$ cat src/sv/csvp_pkg.sv
// Types and constants for the CSV record parser.
package csvp_pkg;

    localparam logic [7:0] CH_QUOTE = 8'h22;
    localparam logic [7:0] CH_COMMA = 8'h2C;
    localparam logic [7:0] CH_LF    = 8'h0A;
    localparam logic [7:0] CH_CR    = 8'h0D;

    localparam logic FUNC_BYTE = 1'b0;
    localparam logic FUNC_EOI  = 1'b1;

    typedef enum logic [1:0] {
        KIND_DATA   = 2'd0,
        KIND_FIELD  = 2'd1,
        KIND_RECORD = 2'd2,
        KIND_ERROR  = 2'd3
    } kind_t;

    typedef enum logic [1:0] {
        QM_PLAIN   = 2'd0,
        QM_QUOTED  = 2'd1,
        QM_PENDING = 2'd2
    } qmode_t;

    typedef struct packed {
        logic       func;
        logic [7:0] data;
    } item_t;

    typedef struct packed {
        logic       present;
        kind_t      kind;
        logic [7:0] data;
    } result_t;

endpackage

$ cat src/sv/csvp_in_reg.sv
// Input register stage: holds one request until the parser step takes it.
module csvp_in_reg (
    input  logic           aclk,
    input  logic           aresetn,
    input  logic           s_valid,
    output logic           s_ready,
    input  logic           s_func,
    input  logic [7:0]     s_in_byte,
    input  logic           advance,
    output logic           item_valid,
    output csvp_pkg::item_t item
);
    import csvp_pkg::*;

    logic  valid_reg;
    logic  valid_next;
    item_t item_reg;
    item_t item_next;

    assign s_ready = !valid_reg || advance;

    always_comb begin
        valid_next = valid_reg;
        item_next  = item_reg;
        if (s_valid && s_ready) begin
            valid_next     = 1'b1;
            item_next.func = s_func;
            item_next.data = s_in_byte;
        end else if (advance) begin
            valid_next = 1'b0;
        end
    end

    always_ff @(posedge aclk) begin
        if (!aresetn) begin
            valid_reg <= 1'b0;
        end else begin
            valid_reg <= valid_next;
        end
    end

    always_ff @(posedge aclk) begin
        item_reg <= item_next;
    end

    assign item_valid = valid_reg;
    assign item       = item_reg;

endmodule

$ cat src/sv/csvp_core.sv
// Parser state and the per-request step: quote mode, CR mark, field and record flags.
module csvp_core (
    input  logic              aclk,
    input  logic              aresetn,
    input  logic              step_en,
    input  csvp_pkg::item_t   item,
    output csvp_pkg::result_t result
);
    import csvp_pkg::*;

    qmode_t qm_reg,  qm_next;
    logic   acr_reg, acr_next;
    logic   fhb_reg, fhb_next;
    logic   rhf_reg, rhf_next;
    logic   plain;

    always_comb begin
        qm_next        = qm_reg;
        acr_next       = acr_reg;
        fhb_next       = fhb_reg;
        rhf_next       = rhf_reg;
        plain          = 1'b0;
        result.present = 1'b0;
        result.kind    = KIND_DATA;
        result.data    = 8'd0;

        if (item.func == FUNC_EOI) begin
            if (qm_reg == QM_QUOTED) begin
                result.present = 1'b1;
                result.kind    = KIND_ERROR;
            end else if (fhb_reg || rhf_reg) begin
                result.present = 1'b1;
                result.kind    = KIND_RECORD;
            end
            qm_next  = QM_PLAIN;
            acr_next = 1'b0;
            fhb_next = 1'b0;
            rhf_next = 1'b0;
        end else begin
            acr_next = 1'b0;
            // Swallow LF right after a record-ending CR.
            if (!(acr_reg && item.data == CH_LF)) begin
                case (qm_reg)
                    QM_QUOTED: begin
                        if (item.data == CH_QUOTE) begin
                            qm_next = QM_PENDING;
                        end else begin
                            fhb_next       = 1'b1;
                            result.present = 1'b1;
                            result.data    = item.data;
                        end
                    end
                    QM_PENDING: begin
                        if (item.data == CH_QUOTE) begin
                            qm_next        = QM_QUOTED;
                            fhb_next       = 1'b1;
                            result.present = 1'b1;
                            result.data    = CH_QUOTE;
                        end else begin
                            plain = 1'b1;
                        end
                    end
                    default: begin
                        plain = 1'b1;
                    end
                endcase

                if (plain) begin
                    qm_next = QM_PLAIN;
                    case (item.data)
                        CH_QUOTE: begin
                            qm_next = QM_QUOTED;
                        end
                        CH_COMMA: begin
                            fhb_next       = 1'b0;
                            rhf_next       = 1'b1;
                            result.present = 1'b1;
                            result.kind    = KIND_FIELD;
                        end
                        CH_LF, CH_CR: begin
                            acr_next       = (item.data == CH_CR);
                            fhb_next       = 1'b0;
                            rhf_next       = 1'b0;
                            result.present = 1'b1;
                            result.kind    = KIND_RECORD;
                        end
                        default: begin
                            fhb_next       = 1'b1;
                            result.present = 1'b1;
                            result.data    = item.data;
                        end
                    endcase
                end
            end
        end
    end

    always_ff @(posedge aclk) begin
        if (!aresetn) begin
            qm_reg  <= QM_PLAIN;
            acr_reg <= 1'b0;
            fhb_reg <= 1'b0;
            rhf_reg <= 1'b0;
        end else if (step_en) begin
            qm_reg  <= qm_next;
            acr_reg <= acr_next;
            fhb_reg <= fhb_next;
            rhf_reg <= rhf_next;
        end
    end

endmodule

$ cat src/sv/csvp_out_reg.sv
// Result register: holds one result until the sink takes it.
module csvp_out_reg (
    input  logic              aclk,
    input  logic              aresetn,
    input  logic              load,
    input  csvp_pkg::result_t result,
    output logic              m_valid,
    input  logic              m_ready,
    output logic [1:0]        m_out_kind,
    output logic [7:0]        m_out_byte
);
    import csvp_pkg::*;

    logic       valid_reg, valid_next;
    kind_t      kind_reg,  kind_next;
    logic [7:0] byte_reg,  byte_next;

    always_comb begin
        valid_next = valid_reg;
        kind_next  = kind_reg;
        byte_next  = byte_reg;
        if (load) begin
            valid_next = 1'b1;
            kind_next  = result.kind;
            byte_next  = result.data;
        end else if (m_ready) begin
            valid_next = 1'b0;
        end
    end

    always_ff @(posedge aclk) begin
        if (!aresetn) begin
            valid_reg <= 1'b0;
        end else begin
            valid_reg <= valid_next;
        end
    end

    always_ff @(posedge aclk) begin
        kind_reg <= kind_next;
        byte_reg <= byte_next;
    end

    assign m_valid    = valid_reg;
    assign m_out_kind = kind_reg;
    assign m_out_byte = byte_reg;

endmodule

$ cat src/sv/csv_record_parser.sv
// Top level of the streaming CSV field and record parser.
//
//  channel | direction | handshake         | payload
//  s_      | in        | s_valid / s_ready | s_func, s_in_byte
//  m_      | out       | m_valid / m_ready | m_out_kind, m_out_byte
//
// One request per cycle while results drain; a result passes both registers in turn.
// The step from input register to result register is one pass of the state logic.
// Reset (aresetn low, synchronous) empties both registers and clears the parser state.
// A stalled result holds; the input register still takes a request behind it.
module csv_record_parser (
    input  logic       aclk,
    input  logic       aresetn,
    input  logic       s_valid,
    output logic       s_ready,
    input  logic       s_func,
    input  logic [7:0] s_in_byte,
    output logic       m_valid,
    input  logic       m_ready,
    output logic [1:0] m_out_kind,
    output logic [7:0] m_out_byte
);
    import csvp_pkg::*;

    logic    item_valid;
    item_t   item;
    result_t result;
    logic    advance;

    // Advance the held request when the result register is free or draining.
    assign advance = item_valid && (!m_valid || m_ready);

    csvp_in_reg u_in_reg (
        .aclk       (aclk),
        .aresetn    (aresetn),
        .s_valid    (s_valid),
        .s_ready    (s_ready),
        .s_func     (s_func),
        .s_in_byte  (s_in_byte),
        .advance    (advance),
        .item_valid (item_valid),
        .item       (item)
    );

    csvp_core u_core (
        .aclk    (aclk),
        .aresetn (aresetn),
        .step_en (advance),
        .item    (item),
        .result  (result)
    );

    csvp_out_reg u_out_reg (
        .aclk       (aclk),
        .aresetn    (aresetn),
        .load       (advance && result.present),
        .result     (result),
        .m_valid    (m_valid),
        .m_ready    (m_ready),
        .m_out_kind (m_out_kind),
        .m_out_byte (m_out_byte)
    );

endmodule

$ cat config.mk
export PLATFORM = sky130hd
export DESIGN_NAME = csv_record_parser
export DESIGN_NICKNAME = d
export VERILOG_FILES = /design/src/sv/csvp_pkg.sv /design/src/sv/csvp_in_reg.sv /design/src/sv/csvp_core.sv /design/src/sv/csvp_out_reg.sv /design/src/sv/csv_record_parser.sv
export SDC_FILE = /design/constraint.sdc
export NUM_CORES = 1
export LEC_CHECK = 0
export BUFFER_PORTS_ARGS = -buffer_cell sky130_fd_sc_hd__buf_2
export CORE_ASPECT_RATIO = 1.75
export CORE_UTILIZATION = 45
export CTS_CLUSTER_DIAMETER = 50
export CTS_CLUSTER_SIZE = 25
export DETAILED_ROUTE_END_ITERATION = 10
export PLACE_DENSITY = 0.73
export SYNTH_ARGS = -nofsm -noshare
export SYNTH_HDL_FRONTEND = slang
export SYNTH_SLANG_ARGS = --single-unit
$ cat constraint.sdc
create_clock -name aclk -period 4.6 [get_ports aclk]
set_clock_uncertainty 0.2 [all_clocks]
set_input_delay 0.92 -clock aclk [delete_from_list [all_inputs] [get_ports aclk]]
set_output_delay 0.92 -clock aclk [all_outputs]
set_load 0.05 [all_outputs]
==> results of run 1 <==
-- placed cells by master (no fill, tap or decap), types with 2 or more instances in the layout --
cell type and n:
nor2_2 2, dfxtp_1 7, buf_2 24, a21oi_1 4, o21a_1 2, o21ai_1 3
nor2b_1 8, ha_1 3, nor2_1 5, nor3_1 12, nand4_1 5, nand2_1 5
inv_1 9, clkbuf_8 3, nand3b_1 3, nor4b_1 2, edfxtp_1 19, nand2b_1 2
and2_1 5, o21ai_0 2
-- power breakdown --
group	leakage, nW	internal, mW	total (mW)	switching [mW]
logic	0.301	0.0167	0.0475	0.0307
registers	0.239	0.261	0.271	0.00927
clock network	0.0357	0.116	0.187	0.0705
total	0.575	0.395	0.505	0.111
-- synthesized netlist by cell type --
cell type  count
a2111oi_2      1
a2111oi_4      1
a211o_1        1
a211oi_2       1
a21o_1         1
a21oi_1        4
a22o_1         1
a2bb2oi_1      1
and2_1         5
and2b_2        1
clkbuf_8       1
dfxtp_1        7
edfxtp_1      19
ha_1           3
inv_1          9
nand2_1        5
nand2b_1       2
nand3_1        1
nand3b_1       3
nand4_1        5
nor2_1         5
nor2_2         2
nor2b_1        8
nor3_1        12
nor3_2         1
nor3b_1        1
nor4_1         1
nor4_2         1
nor4b_1        2
o21a_1         2
o21ai_0        2
o21ai_1        3
o31a_1         1
o31ai_1        1
o32a_2         1
o32ai_1        1
or2b_2         1
or3_1          1
or3b_2         1
or3b_4         1
or4b_4         1
-- per-layer routing --
| layer | share of wire (%) | track usage (%) | up-vias |
|---|---|---|---|
| met2 | 56 | 31.8 | 53 |
| li1 | - | - | 511 |
| met4 | 2.8 | 13.2 | 0 |
| met5 | 0 | 0 | - |
| met3 | 5.1 | 2.18 | 9 |
| met1 | 36 | 17.7 | 487 |
-- tightest hold or removal path: stages, from the launching register on --
cell and delay [ps]:
dfxtp_1 320, inv_1 50, a21oi_1 50
-- per-stage QoR --
step	util [%]	setup slack (ps)	std cells
after global placement	51.9	1970	173
final	54.4	1930	177
after CTS	54.4	1930	177
after global routing	54.4	1860	177
after detailed placement	51.9	1930	173
after floorplan	-	1930	121
-- how the worst min path moves through the flow --
| stage | cells after the start | startpoint | endpoint |
|---|---|---|---|
| final | 2 | u_core.rhf_reg | u_core.rhf_reg |
| after global routing | 2 | u_core.rhf_reg | u_core.rhf_reg |
| after CTS | 2 | u_core.rhf_reg | u_core.rhf_reg |
| after detailed placement | 2 | u_core.rhf_reg | u_core.rhf_reg |
| after global placement | 2 | u_core.rhf_reg | u_core.rhf_reg |
| after floorplan | 2 | u_core.rhf_reg | u_core.rhf_reg |
-- logic make-up after synthesis --
logic type,synth area share [%]
AND/OR/NAND/NOR,27.6
buffers and inverters,3.51
AO/OA/AOI/OAI,13.7
adder cells (fa/ha/maj),2.77
flip-flops,52.4
-- cell type report --
class                      instances  area share (%)
timing repair buffer              25            8.10
clock buffer                       3            2.62
tap                               28            2.22
inverter                           9            2.14
clock inverter                     1            1.91
multi-input combinational         85            37.9
sequential                        26            45.1
==> flow_metrics.py, run 1 <==
metrics = {
    "yosys": {
        "syn_nets": 137,
        "syn-instance-count": 121,
        "syn_area_per_cell_um2": 11.2,
        "yosys.area.top_type": "edfxtp_1",
        "yosys.area.top_type_share_pct": 42.1,
        "yosys_warnings": 0,
        "synth_area_mm2": 0.00136,
        "ys_types": 41,
        "synth_area_leaders": "edfxtp_1 42%, dfxtp_1 10%, nor3_1 4.4%, nor2b_1 3.7%, ha_1 2.8%",
        "yosysSeqAreaShare_pct": 52.4,
        "ys_ff_latch": 26,
    },
    "routing": {
        "drt_pass1_iterations": 7,
        "ant_nets": 0,
        "post-route-drc-count": 5,
        "dr_total_vias": 1060,
        "wl_per_cell_um": 14.2,
        "drt-total-wl_um": 2520,
        "via_per_inst": 5.99,
        "drt-initial-drc-count": 39,
    },
    "setup_path": {
        "worstReg2RegStart": "u_in_reg.item[0]",
        "crit_path_start_kind": "input pin",
        "crit_arrival_ps": 1550,
        "cp_cell_sequence": "buf_2, nor2b_1, nand2_1, buf_2",
        "crit_type": "in -> out",
        "crit_path_end": "s_ready",
        "critPathRequiredTime_ps": 3480,
        "crit_path_start": "m_ready",
        "rr_worst_depth": 5,
        "crit_top_cell": "buf_2",
        "critPathBufInv": 2,
        "r2r_end": "u_out_reg.m_out_byte[0]",
        "rrSetupSlack_ps": 2320,
        "critPathMaxStageDelay_ps": 220,
        "critPathTopFamily": "buffers and inverters",
        "crit_cells": 4,
        "slowest_stage": "buf_2",
        "crit_fanout": 4,
        "critPathCaptureType": "output pin",
    },
    "grt": {
        "antenna_found_initial": 0,
        "grt_pass1_vias": 1004,
        "grt_pass1_wl_um": 4220,
        "grt-ovfl-total": 0,
        "grt_use_total_pct": 17.5,
        "grt_max_degree": 16,
    },
    "timing": {
        "final.period_utilization_pct": 58.1,
        "grt_setup_unrepaired": "no",
        "fin_crit_ps": 2670,
        "fmax_mhz": 374,
        "worst_slew_pin_slew_ps": 505,
        "setup_viol": 0,
        "hold_viol": 0,
        "tns_ps": 0,
        "whs_ps": 250,
        "slew_headroom_pct": 65.9,
        "slew_violations": 0,
    },
    "place": {
        "numPortBuffers": 24,
        "dp_hpwl_um": 1970,
        "post_dp_cell_area_mm2": 0.00150,
        "gp_congestion": 0.899,
    },
    "min_path": {
        "hold_path.class": "reg -> reg",
    },
    "run_status": {
        "failed_checks": "DRC",
        "status": "finished with violations",
    },
    "finish": {
        "multi_input_area_um2": 597,
        "design_area_mm2": 0.00158,
        "diodes": 0,
        "area_growth_pct": 16.3,
        "regArea_um2": 711,
        "largest_reg_flops": 9,
        "fin_nets": 166,
        "drive_above_1_share_pct": 28.2,
        "fillers": 248,
    },
    "cts": {
        "cts-buffers-inserted": 3,
        "path_clk_slew_ps": 80,
        "clk_root_buffer_cell": "clkbuf_8",
        "cts.sinks": 26,
        "h-tree-depth": 1,
        "clock_latency_ps": 270,
        "ctsResizeCount": 0,
        "cts_hold_buf": 0,
        "cts_tree": "done",
        "post_cts_buffers": 0,
        "clk_path_buf_depth": 2,
    },
    "power_and_ir_drop": {
        "power_density_mw_per_mm2": 321,
        "peakVddDrop_mv": 0.246,
        "power.total_mw": 0.505,
        "leakage_nw": 0.575,
    },
    "floorplan": {
        "num_rows": 26,
        "dieArea_mm2": 0.00324,
        "die_h_um": 74.6,
        "die_w_um": 43.5,
        "start_util_pct": 46.8,
        "boundaryPins": 25,
        "coreArea_mm2": 0.00290,
    },
    "flow_run": {
        "cap_violations": 0,
    },
}
Note: power is estimated with default switching activity, not from simulation.
==> run 2, diff against run 1 <==
Settings changed: ABC_AREA set to 1, PLACE_DENSITY 0.73 to 0.76.
Clock period 4.6 ns to 2.2 ns, I/O delays scaled along.
==> flow_metrics.py, run 2 <==
metrics = {
    "run_status": {
        "status": "completed",
    },
    "yosys": {
        "synth_top_flop_cell": "edfxtp_1",
        "ys_top_cells_by_count": "25 x nand2_1, 19 x edfxtp_1, 18 x inv_1, 18 x nor2_1, 10 x nand3_1",
        "yosys_warnings": 0,
        "syn_area_per_cell_um2": 9.28,
        "synthArstFlopShare_pct": 0,
        "yosys.area.top_type": "edfxtp_1",
        "yosys.area.top_type_share_pct": 44.6,
        "synth_area_mm2": 0.00128,
        "synth_edf_count": 19,
        "yosysSeqAreaShare_pct": 55.5,
        "syn_nets": 154,
        "synth_area_leaders": "edfxtp_1 45%, dfxtp_1 11%, nand2_1 7.3%, inv_1 5.3%, nor2_1 5.3%",
        "ys_types": 23,
        "syn-instance-count": 138,
        "synth.most_common_cell": "nand2_1",
        "ys_ff_latch": 26,
    },
    "timing": {
        "grt_setup_unrepaired": "no",
        "tns_ps": 0,
        "final.period_utilization_pct": 86.7,
        "worst_slew_pin_slew_ps": 377,
        "setup_viol": 0,
        "fmax_mhz": 524,
        "slew_violations": 0,
        "slew_headroom_pct": 74.7,
        "hold_viol": 0,
        "fin_crit_ps": 1910,
    },
    "place": {
        "dp_cells": 189,
        "dp_hpwl_um": 1870,
        "numPortBuffers": 24,
        "gp_congestion": 0.878,
    },
    "routing": {
        "dr_total_vias": 1031,
        "drt-total-wl_um": 2410,
        "drt_pass1_iterations": 5,
        "post-route-drc-count": 0,
        "wl_per_cell_um": 12.5,
        "drt-initial-drc-count": 23,
        "via_per_inst": 5.34,
        "ant_nets": 0,
    },
    "min_path": {
        "whs_path_depth": 1,
        "min_from": "s_in_byte[1]",
        "hold_path.class": "in -> reg",
        "min_to": "u_in_reg.item[1]",
    },
    "finish": {
        "fin_nets": 183,
        "fillers": 240,
        "diodes": 0,
        "final_util_pct": 56.0,
        "largest_reg_flops": 9,
        "regArea_um2": 711,
        "area_growth_pct": 17.6,
        "instances_no_fill": 193,
        "multi_input_area_um2": 487,
        "drive_above_1_share_pct": 31.3,
        "final_common_cell": "nand2_1",
        "final_cell_mix": "25 x nand2_1, 24 x buf_2, 19 x edfxtp_1",
    },
    "power_and_ir_drop": {
        "power_density_mw_per_mm2": 723,
        "p_int_mw": 0.831,
        "pwr-share-comb_pct": 12.1,
        "peakVddDrop_mv": 0.538,
        "leakage_nw": 0.688,
        "power_frac_seq_pct": 51.5,
        "switching_power_mw": 0.258,
        "p_clk_share_pct": 36.4,
        "switching_share_pct": 23.7,
    },
    "grt": {
        "grt-ovfl-total": 0,
        "antenna_found_initial": 0,
        "grt_pass1_wl_um": 4060,
        "grt_use_total_pct": 17.5,
        "grt_pass1_vias": 1039,
        "grt_max_degree": 16,
    },
    "cts": {
        "h-tree-depth": 1,
        "cts.sinks": 26,
        "clk_root_buffer_cell": "clkbuf_8",
        "path_clk_slew_ps": 90,
        "ctsResizeCount": 0,
        "cts_tree": "done",
        "cts_hold_buf": 0,
        "clock_latency_ps": 270,
        "cts-buffers-inserted": 3,
        "clk_path_buf_depth": 2,
        "post_cts_buffers": 0,
    },
    "floorplan": {
        "die_h_um": 72.6,
        "dieArea_mm2": 0.00307,
        "die_w_um": 42.3,
        "num_rows": 25,
        "start_util_pct": 47.6,
        "boundaryPins": 25,
        "coreArea_mm2": 0.00269,
    },
    "setup_path": {
        "worstReg2RegStart": "u_core.qm_reg[1]",
        "crit_path_start_kind": "flop",
        "cp_cell_sequence": "inv_1, ha_1, o31ai_1, nand2_1, nand3_1, inv_1",
        "critPathTopFamily": "flip-flops",
        "crit_top_cell": "inv_1",
        "slowest_stage": "dfxtp_1",
        "crit_type": "reg -> reg",
        "rrSetupSlack_ps": 290,
        "critPathMaxStageDelay_ps": 360,
        "critPathBufInv": 2,
        "critPathCaptureType": "flop",
        "crit_fanout": 10,
        "critPathRequiredTime_ps": 1990,
        "r2r_end": "u_out_reg.m_out_kind[1]",
        "rr_worst_depth": 6,
        "crit_arrival_ps": 1700,
    },
    "flow_run": {
        "cap_violations": 0,
    },
}
-- run 2: logic make-up (layout without fill, tap and decap cells) --
kind of cell / after synthesis / in the layout / share of synthesized area (%)
compound gates: 14 / 14 / 7.04
fa+ha+maj: 3 / 3 / 2.93
simple gates: 73 / 73 / 28.1
flops: 26 / 26 / 55.5
buf+inv: 22 / 50 / 6.45
-- run 2: worst register-to-register path, stage by stage (launching register included) --
cell and delay [ps]:
dfxtp_1 360, inv_1 60, ha_1 240, o31ai_1 360, nand2_1 110, nand3_1 120, inv_1 190
-- run 2: final cells by class --
class,instances,share of cell area (%)
Clock buffer,3,2.74
Inverter,22,5.49
Clock inverter,1,2.00
Timing Repair Buffer,24,7.98
Sequential cell,26,47.2
Multi-Input combinational cell,90,32.3
Tap cell,27,2.24
-- run 2: metrics by stage --
step	power (mW)	setup WS (ps)	area, µm²	hold slack [ps]
3_5_place_dp	0.703	353	1430	278
2_1_floorplan	0.667	112	1280	255
5_1_grt	1.12	181	1510	124
6_report	1.09	293	1510	135
4_1_cts	1.09	303	1510	133
3_3_place_gp	0.699	411	1430	272
-- run 2: routing by layer --
layer  GRT usage, %  share of wire, %  routed length, µm
met5              0                 0                  0
met4           15.6               6.2                150
met3           2.49               3.5                 84
met2           32.8                54               1310
met1           15.1                36                866
-- run 2: worst max path at each step --
stage / from / depth (start not counted) / slack, ps / end
after floorplan: u_out_reg.m_valid / 3 / 110 / u_in_reg.item[0]
after CTS: u_in_reg.item[0] / 8 / 300 / u_out_reg.m_out_byte[3]
after detailed placement: m_ready / 5 / 350 / u_out_reg.m_out_byte[6]
after global routing: u_in_reg.item[0] / 8 / 180 / u_out_reg.m_out_byte[7]
after global placement: u_core.qm_reg[1] / 6 / 410 / u_out_reg.m_out_byte[6]
final: u_core.qm_reg[1] / 6 / 290 / u_out_reg.m_out_kind[1]
-- run 2: power by group through the flow --
stage	clock (mW)	sequential, mW	combinational, mW
after floorplan	0	0.599	0.0684
after global placement	0	0.571	0.127
after detailed placement	0	0.572	0.131
after CTS	0.401	0.561	0.132
after global routing	0.415	0.563	0.144
final	0.396	0.561	0.132
